`config.mk`:
```
export PLATFORM = sky130hd
export DESIGN_NAME = two_operand_alu_flags
export DESIGN_NICKNAME = d
export VERILOG_FILES = /design/src/rtl/core/tof_pkg.sv /design/src/rtl/core/tof_dec.sv /design/src/rtl/core/tof_lo.sv /design/src/rtl/core/tof_hi.sv /design/src/rtl/core/two_operand_alu_flags.sv
export SDC_FILE = /design/constraint.sdc
export NUM_CORES = 1
export LEC_CHECK = 0
export BUFFER_PORTS_ARGS = -buffer_cell sky130_fd_sc_hd__buf_2
export CORE_MARGIN = 1.5
export CORE_UTILIZATION = 51
export DETAILED_ROUTE_END_ITERATION = 8
export PLACE_DENSITY = 0.76
export SLEW_MARGIN = 20
export SYNTH_ARGS = -nofsm -noshare
export SYNTH_HDL_FRONTEND = slang
export SYNTH_SLANG_ARGS = --single-unit
```
`constraint.sdc`:
```
create_clock -name clk_i -period 2.3 [get_ports clk_i]
set_clock_uncertainty 0.2 [all_clocks]
set_input_delay 0.23 -clock clk_i [delete_from_list [all_inputs] [get_ports clk_i]]
set_output_delay 0.23 -clock clk_i [all_outputs]
set_load 0.005 [all_outputs]
```
`src/rtl/core/tof_pkg.sv`:
```
// ----------------------------------------------------------------------------
// tof_pkg
// Types and codes shared by the two-operand ALU pipeline stages.
// ----------------------------------------------------------------------------
package tof_pkg;

  localparam int unsigned DataW = 16;
  localparam int unsigned HalfW = DataW / 2;

  typedef enum logic [2:0] {
    KIND_MOV  = 3'd0,
    KIND_ADD  = 3'd1,
    KIND_ADDC = 3'd2,
    KIND_SUBC = 3'd3,
    KIND_SUB  = 3'd4,
    KIND_CMP  = 3'd5
  } kind_e;

  // input beat
  typedef struct packed {
    kind_e              kind;
    logic               byte_mode;
    logic [DataW-1:0]   src_value;
    logic [DataW-1:0]   dst_value;
    logic               carry_in;
  } req_t;

  // result beat
  typedef struct packed {
    logic [DataW-1:0]   result;
    logic               write_back;
    logic               flags_update;
    logic               flag_c;
    logic               flag_z;
    logic               flag_n;
    logic               flag_v;
  } rsp_t;

  // decoded adder operands, stage one to stage two
  typedef struct packed {
    logic               byte_mode;
    logic [DataW-1:0]   opa;
    logic [DataW-1:0]   opb;
    logic               cin;
    logic               write_back;
    logic               flags_update;
  } opd_t;

  // low half done, stage two to stage three
  typedef struct packed {
    logic               byte_mode;
    logic [HalfW-1:0]   opa_hi;
    logic [HalfW-1:0]   opb_hi;
    logic [HalfW-1:0]   sum_lo;
    logic               carry_lo;
    logic               opa_msb_lo;
    logic               opb_msb_lo;
    logic               write_back;
    logic               flags_update;
  } lo_t;

endpackage

```
`src/rtl/core/tof_dec.sv`:
```
// ----------------------------------------------------------------------------
// tof_dec
// Stage one: decodes the operation and forms the adder operands at width.
// ----------------------------------------------------------------------------
module tof_dec
  import tof_pkg::*;
(
  input  logic clk_i,
  input  logic rst_ni,
  input  logic valid_i,
  input  req_t req_i,
  output logic valid_o,
  output opd_t opd_o
);

  logic [DataW-1:0] mask;
  logic [DataW-1:0] src_m;
  logic [DataW-1:0] dst_m;
  logic             valid_q;
  opd_t             opd_d;
  opd_t             opd_q;

  assign mask  = req_i.byte_mode ? {{HalfW{1'b0}}, {HalfW{1'b1}}} : {DataW{1'b1}};
  assign src_m = req_i.src_value & mask;
  assign dst_m = req_i.dst_value & mask;

  // move runs as 0 + src, no-op codes as dst + 0
  always_comb begin
    opd_d.byte_mode    = req_i.byte_mode;
    opd_d.opa          = dst_m;
    opd_d.opb          = {DataW{1'b0}};
    opd_d.cin          = 1'b0;
    opd_d.write_back   = 1'b1;
    opd_d.flags_update = 1'b1;
    unique case (req_i.kind)
      KIND_MOV: begin
        opd_d.opa          = {DataW{1'b0}};
        opd_d.opb          = src_m;
        opd_d.flags_update = 1'b0;
      end
      KIND_ADD: begin
        opd_d.opb = src_m;
      end
      KIND_ADDC: begin
        opd_d.opb = src_m;
        opd_d.cin = req_i.carry_in;
      end
      KIND_SUBC: begin
        opd_d.opb = ~src_m & mask;
        opd_d.cin = req_i.carry_in;
      end
      KIND_SUB: begin
        opd_d.opb = ~src_m & mask;
        opd_d.cin = 1'b1;
      end
      KIND_CMP: begin
        opd_d.opb        = ~src_m & mask;
        opd_d.cin        = 1'b1;
        opd_d.write_back = 1'b0;
      end
      default: begin
        opd_d.write_back   = 1'b0;
        opd_d.flags_update = 1'b0;
      end
    endcase
  end

  always_ff @(posedge clk_i or negedge rst_ni) begin
    if (!rst_ni) begin
      valid_q <= 1'b0;
    end else begin
      valid_q <= valid_i;
    end
  end

  always_ff @(posedge clk_i) begin
    if (valid_i) begin
      opd_q <= opd_d;
    end
  end

  assign valid_o = valid_q;
  assign opd_o   = opd_q;

endmodule

```
`src/rtl/core/tof_lo.sv`:
```
// ----------------------------------------------------------------------------
// tof_lo
// Stage two: low byte of the adder, carry handed on to the high byte.
// ----------------------------------------------------------------------------
module tof_lo
  import tof_pkg::*;
(
  input  logic clk_i,
  input  logic rst_ni,
  input  logic valid_i,
  input  opd_t opd_i,
  output logic valid_o,
  output lo_t  lo_o
);

  logic [HalfW:0] sum;
  logic           valid_q;
  lo_t            lo_d;
  lo_t            lo_q;

  assign sum = {1'b0, opd_i.opa[HalfW-1:0]} + {1'b0, opd_i.opb[HalfW-1:0]}
             + {{HalfW{1'b0}}, opd_i.cin};

  always_comb begin
    lo_d.byte_mode    = opd_i.byte_mode;
    lo_d.opa_hi       = opd_i.opa[DataW-1:HalfW];
    lo_d.opb_hi       = opd_i.opb[DataW-1:HalfW];
    lo_d.sum_lo       = sum[HalfW-1:0];
    lo_d.carry_lo     = sum[HalfW];
    lo_d.opa_msb_lo   = opd_i.opa[HalfW-1];
    lo_d.opb_msb_lo   = opd_i.opb[HalfW-1];
    lo_d.write_back   = opd_i.write_back;
    lo_d.flags_update = opd_i.flags_update;
  end

  always_ff @(posedge clk_i or negedge rst_ni) begin
    if (!rst_ni) begin
      valid_q <= 1'b0;
    end else begin
      valid_q <= valid_i;
    end
  end

  always_ff @(posedge clk_i) begin
    if (valid_i) begin
      lo_q <= lo_d;
    end
  end

  assign valid_o = valid_q;
  assign lo_o    = lo_q;

endmodule

```
`src/rtl/core/tof_hi.sv`:
```
// ----------------------------------------------------------------------------
// tof_hi
// Stage three: high byte of the adder, flags at width, result register.
// ----------------------------------------------------------------------------
module tof_hi
  import tof_pkg::*;
(
  input  logic clk_i,
  input  logic rst_ni,
  input  logic valid_i,
  input  lo_t  lo_i,
  output logic valid_o,
  output rsp_t rsp_o
);

  logic [HalfW:0] sum;
  logic           a_msb;
  logic           b_msb;
  logic           r_msb;
  logic           valid_q;
  rsp_t           rsp_d;
  rsp_t           rsp_q;

  // in byte mode the high operands are zero, so only the low half counts
  assign sum = {1'b0, lo_i.opa_hi} + {1'b0, lo_i.opb_hi} + {{HalfW{1'b0}}, lo_i.carry_lo};

  assign a_msb = lo_i.byte_mode ? lo_i.opa_msb_lo : lo_i.opa_hi[HalfW-1];
  assign b_msb = lo_i.byte_mode ? lo_i.opb_msb_lo : lo_i.opb_hi[HalfW-1];
  assign r_msb = lo_i.byte_mode ? lo_i.sum_lo[HalfW-1] : sum[HalfW-1];

  always_comb begin
    rsp_d.result       = lo_i.byte_mode ? {{HalfW{1'b0}}, lo_i.sum_lo}
                                        : {sum[HalfW-1:0], lo_i.sum_lo};
    rsp_d.write_back   = lo_i.write_back;
    rsp_d.flags_update = lo_i.flags_update;
    rsp_d.flag_c       = 1'b0;
    rsp_d.flag_z       = 1'b0;
    rsp_d.flag_n       = 1'b0;
    rsp_d.flag_v       = 1'b0;
    if (lo_i.flags_update) begin
      rsp_d.flag_c = lo_i.byte_mode ? lo_i.carry_lo : sum[HalfW];
      rsp_d.flag_z = (rsp_d.result == '0);
      rsp_d.flag_n = r_msb;
      rsp_d.flag_v = (a_msb == b_msb) && (a_msb != r_msb);
    end
  end

  always_ff @(posedge clk_i or negedge rst_ni) begin
    if (!rst_ni) begin
      valid_q <= 1'b0;
    end else begin
      valid_q <= valid_i;
    end
  end

  always_ff @(posedge clk_i) begin
    if (valid_i) begin
      rsp_q <= rsp_d;
    end
  end

  assign valid_o = valid_q;
  assign rsp_o   = rsp_q;

endmodule

```
`src/rtl/core/two_operand_alu_flags.sv`:
```
// ----------------------------------------------------------------------------
// two_operand_alu_flags
// Byte/word move, add, add/sub with carry, sub and compare with C Z N V flags.
// ----------------------------------------------------------------------------
//  channel   handshake          beat
//  request   start / busy       req_i  (req_t)
//  result    done_o strobe      rsp_o  (rsp_t)
//
//  three register stages: decode, low-byte add, high-byte add and flags
//  a beat taken by the decode register passes the low-byte and high-byte
//  registers and is then on rsp_o with done_o, where the receiver takes it
//  one beat per cycle sustained; busy stays low, nothing ever stalls
//  the result stage is the output register, valid for exactly one cycle
//  reset clears the stage valid bits only; no results are lost to it later
// ----------------------------------------------------------------------------
module two_operand_alu_flags
  import tof_pkg::*;
(
  input  logic clk_i,
  input  logic rst_ni,
  input  logic start,
  output logic busy,
  input  req_t req_i,
  output logic done_o,
  output rsp_t rsp_o
);

  logic accept;
  logic dec_valid;
  opd_t dec_opd;
  logic lo_valid;
  lo_t  lo_data;

  assign busy   = 1'b0;
  assign accept = start && !busy;

  tof_dec u_dec (
    .clk_i   (clk_i),
    .rst_ni  (rst_ni),
    .valid_i (accept),
    .req_i   (req_i),
    .valid_o (dec_valid),
    .opd_o   (dec_opd)
  );

  tof_lo u_lo (
    .clk_i   (clk_i),
    .rst_ni  (rst_ni),
    .valid_i (dec_valid),
    .opd_i   (dec_opd),
    .valid_o (lo_valid),
    .lo_o    (lo_data)
  );

  tof_hi u_hi (
    .clk_i   (clk_i),
    .rst_ni  (rst_ni),
    .valid_i (lo_valid),
    .lo_i    (lo_data),
    .valid_o (done_o),
    .rsp_o   (rsp_o)
  );

  // flags stay clear when they are not written
  assert property (@(posedge clk_i) disable iff (!rst_ni)
    done_o && !rsp_o.flags_update |->
      !rsp_o.flag_c && !rsp_o.flag_z && !rsp_o.flag_n && !rsp_o.flag_v)
    else $error("flags set without flags_update");

  assert property (@(posedge clk_i) disable iff (!rst_ni)
    done_o && rsp_o.flags_update |-> rsp_o.flag_z == (rsp_o.result == '0))
    else $error("zero flag does not match result");

  // a word-width result with a set high byte takes N from bit 15
  assert property (@(posedge clk_i) disable iff (!rst_ni)
    done_o && rsp_o.flags_update && (rsp_o.result[DataW-1:HalfW] != '0) |->
      rsp_o.flag_n == rsp_o.result[DataW-1])
    else $error("negative flag does not match result");

  // a result beat never carries unknown bits
  assert property (@(posedge clk_i) disable iff (!rst_ni)
    done_o |-> !$isunknown(rsp_o))
    else $error("result beat has unknown bits");

endmodule

```
==> metrics.md <==
| Metric | Value |
|---|---|
| Run status | finished with violations |
| Violations in the final reports | setup timing |
| Maximum vdd ir drop | 0.000412 V |
| Relative contribution of the clock network to total power | 26.7% |
| Setup Slack @ Placement | -0.202 ns |
| Area growth syn-to-layout | 29.8% |
| Hold Path Stages | 2 |
| Diode count | 0 |
| Longest Clk Path Bufs | 2 |
| Overall die height | between 90 and 100 um |
| Drt total wl | around 7.1 mm |
| Routed Antenna Nets | 0 |
| Mean area per synthesized cell | 14.1 um2 |
| Largest net degree at the start of global routing | 38 |
| Endpoint type of the worst setup path | register |
| Final critical-path setup slack | -0.185 ns |
| Detailed-route wire length per cell | 13.8 um |
| 1st-iter DRT viols | between 100 and 150 |
| Syn Inst Count | around 280 |
| Part of the Yosys area used for sequential elements | 68.2% |
| Post-synth EDFFs | 88 |
| Number of port buffers | 62 |
| Flip-flop and latch count after synthesis | 91 |
| Count of fill cells added during filler insertion | ~530 |
| Count leader, synth | sky130_fd_sc_hd__edfxtp_1 |
| Vias per cell | 4.92 |
| Top_reg_cell synth | sky130_fd_sc_hd__edfxtp_1 |
| GR Util All Layers | between 10% and 20% |
| First drt pass iteration count | 4 |
| Minimum hold slack | 0.0589 ns |
| Actual transition at the worst max-transition pin | 0.799 ns |
| Largest cells by area after synthesis | sky130_fd_sc_hd__edfxtp_1 (66%), sky130_fd_sc_hd__ha_1 (5.6%), sky130_fd_sc_hd__nor2_1 (2.8%) |
| I/O Pins | 64 |
| Shortest clock period the worst path allows after layout | 2.48 ns |
| Total count of hold-check failures in the final report | 0 |
| Clock Sinks | 91 |
| CP startpoint kind | register |
| Sequential group share of total power | between 50% and 60% |
| HPWL reported at the end of detailed placement | between 4 and 5 mm |
| Fraction of post-synthesis cell area in the top cell type by area | 66.3% |
| Class of the worst hold path | in2reg |
| H-tree depth reported by CTS | 3 |
| Worst skew pair latency | 0.36 ns |
| Sw frac | 25.3% |
| Most instantiated cells after synthesis | sky130_fd_sc_hd__edfxtp_1 (88), sky130_fd_sc_hd__nor2_1 (30), sky130_fd_sc_hd__a21oi_1 (19) |
| Core Region | 7650 um2 |
| Worst rel slew slack | 46.7% |
| Max Fclk | 402 MHz |
| Pint | 2.93 mW |
| Final Core Density | 67.7% |
| Unrepaired setup endpoints after global routing | true |
| Root buf cell | sky130_fd_sc_hd__clkbuf_8 |
| Initial Util | 52.1% |
| Maximum fanout along the worst path | 2 |
| TritonCTS clock tree | done |
| Power density cells | roughly 760 nW/um2 |
| Weighted congestion reported at the end of routability-driven placement | 0.769 |
| Data arrival, critical path | 2.47 ns |
| DRC Markers | 0 |
| Yosys warning total | 0 |
| Count of final max-slew check failures | 0 |
| Total number of nets in the final design | around 470 |
| Remaining Overflow, GRT | 0 |
| Logic gate share of total power | 19.5% |
| Syn_nets | 345 |
| Total negative setup slack | -0.258 ns |
| Cell Rows | 32 |
| Most area-hungry cell type in the Yosys netlist | sky130_fd_sc_hd__edfxtp_1 |
| Share of synthesized registers carrying an async set or reset | 3.30% |
| Clock slew seen by the registers of the worst setup and hold paths | approximately 0.09 ns |
| Die area | around 8400 um2 |
| Final critical-path share of the clock period | 108% |
| First-pass GRT wire length | between 10 and 15 mm |
| Vias in the first global route | ~2,500 |
| Initial antenna violation count | 0 |
| Total setup violations reported at the end of the flow | 3 |
| Width of the die | 91.4 um |
| Layout cells sized above 1 | 31.0% |
| Inserted Clock Buffers | 9 |
| Count of maximum capacitance violations | 0 |
| Via count of the routed design | 2,517 |
| Number of distinct library cells after synthesis | 46 |
| Mapped cell area | roughly 4000 um2 |
| Worst r2r path cells | 6 |
| Worst path required time | 2.29 ns |
| Net Switching | 994 uW |
| Leakage power of the design | 2.11 nW |
| Class of the most critical setup path | reg2reg |
==> cells by family (layout without fill, tap and decap cells) <==
logic type / after synthesis / count (layout) / share of synthesized area (%)
AO/OA/AOI/OAI: 56 / 56 / 9.26
XOR/XNOR: 6 / 6 / 1.32
adder cells (fa/ha/maj): 22 / 22 / 7.66
buffers and inverters: 24 / 151 / 2.38
flip-flops: 91 / 91 / 68.2
multiplexers: 4 / 4 / 1.07
other: 1 / 1 / 0.0940
AND/OR/NAND/NOR: 79 / 79 / 10.1
==> cell type report <==
type	count	area, um2	area share, %
inverter	18	67.6	1.31
clock inverter	7	67.6	1.31
sequential	91	2720	52.5
clock buffer	9	124	2.39
tap	102	128	2.47
timing repair buffer	117	812	15.7
multi-input combinational	168	1260	24.3
==> through the flow <==
stage          total power [mW]  area, um2  instances
5_1_grt                    4.12       5180        512
4_1_cts                    3.91       5120        510
6_report                   3.93       5180        512
2_1_floorplan              2.53       4000        283
3_5_place_dp               2.80       4550        460
3_3_place_gp               2.76       4550        460
==> placed cells by master, fill, tap and decap left out, types with 2 or more instances in the layout <==
cell type	instances
sky130_fd_sc_hd__mux2i_1	2
sky130_fd_sc_hd__xnor2_1	4
sky130_fd_sc_hd__nand3_1	2
sky130_fd_sc_hd__nor2b_1	13
sky130_fd_sc_hd__edfxtp_1	88
sky130_fd_sc_hd__dlygate4sd3_1	34
sky130_fd_sc_hd__a31oi_1	2
sky130_fd_sc_hd__inv_1	14
sky130_fd_sc_hd__and2_1	8
sky130_fd_sc_hd__o21bai_1	2
sky130_fd_sc_hd__fa_2	3
sky130_fd_sc_hd__a21oi_2	3
sky130_fd_sc_hd__o21ai_2	2
sky130_fd_sc_hd__ha_1	18
sky130_fd_sc_hd__nand2b_1	2
sky130_fd_sc_hd__and3_2	2
sky130_fd_sc_hd__a21oi_1	16
sky130_fd_sc_hd__nor2_1	30
sky130_fd_sc_hd__mux2_4	2
sky130_fd_sc_hd__nor3_1	4
sky130_fd_sc_hd__a211o_1	3
sky130_fd_sc_hd__inv_2	4
sky130_fd_sc_hd__buf_2	62
sky130_fd_sc_hd__buf_4	20
sky130_fd_sc_hd__nand2_1	5
sky130_fd_sc_hd__dfrtp_1	3
sky130_fd_sc_hd__o211ai_1	2
sky130_fd_sc_hd__or2_2	5
sky130_fd_sc_hd__a211oi_1	8
sky130_fd_sc_hd__clkinv_1	2
sky130_fd_sc_hd__o21ai_0	4
sky130_fd_sc_hd__clkbuf_8	9
sky130_fd_sc_hd__o21a_1	2
sky130_fd_sc_hd__o21ai_1	2
sky130_fd_sc_hd__xor2_1	2
==> flip-flops by register name (all words and copies together), names as in the netlist <==
signal and flops:
u_hi.rsp_o 22, u_lo.lo_o 30, u_lo.valid_o 1, u_dec.valid_o 1, u_hi.valid_o 1, u_dec.opd_o 36
==> layer usage <==
| metal | up-vias | global-route usage (%) | part of all wire (%) |
|---|---|---|---|
| li1 | 1284 | - | - |
| met3 | 9 | 3.94 | 4.5 |
| met2 | 74 | 31.8 | 51 |
| met4 | 0 | 8.20 | 1.9 |
| met1 | 1150 | 21.7 | 43 |
| met5 | - | 0 | 0 |
==> what timing repair did <==
action	CTS	global route
endpoints found under the hold margin	35	3
endpoints found under the setup margin	6	9
pin swaps	4	4
resized for setup	9	13
buffers inserted	1	1
hold buffers	33	1
cloned	0	0
==> worst paths after layout <==
| kind | from | end | slack [ns] |
|---|---|---|---|
| max in group asynchronous | rst_ni | u_hi.valid_o$_DFF_PN0_ | 1.25 |
| min in group asynchronous | rst_ni | u_dec.valid_o$_DFF_PN0_ | 0.54 |
| min | req_i[36] | u_dec.opd_o[0]$_DFFE_PP_ | 0.06 |
| min reg2reg | u_dec.opd_o[35]$_DFFE_PP_ | u_lo.lo_o[29]$_DFFE_PP_ | 0.22 |
| max reg2reg | u_lo.lo_o[21]$_DFFE_PP_ | u_hi.rsp_o[2]$_SDFFCE_PN0P_ | -0.18 |
| max | u_lo.lo_o[21]$_DFFE_PP_ | u_hi.rsp_o[2]$_SDFFCE_PN0P_ | -0.18 |
==> worst max-delay path: stages (launching register included) <==
cell                        delay [ns]
sky130_fd_sc_hd__edfxtp_1         0.41
sky130_fd_sc_hd__fa_2             0.42
sky130_fd_sc_hd__a211o_1          0.29
sky130_fd_sc_hd__and3_1           0.19
sky130_fd_sc_hd__o22ai_2          0.14
sky130_fd_sc_hd__mux2_4           0.34
sky130_fd_sc_hd__a2111oi_4        0.31
==> power by group through the flow <==
stage                     clock network (mW)  logic [mW]  registers, mW
after floorplan                            0       0.381           2.15
after global placement                     0       0.617           2.15
after detailed placement                   0       0.643           2.15
after CTS                               1.07       0.721           2.12
after global routing                    1.14       0.847           2.13
final                                   1.05       0.766           2.11
Power figures use the tool's default switching activity.
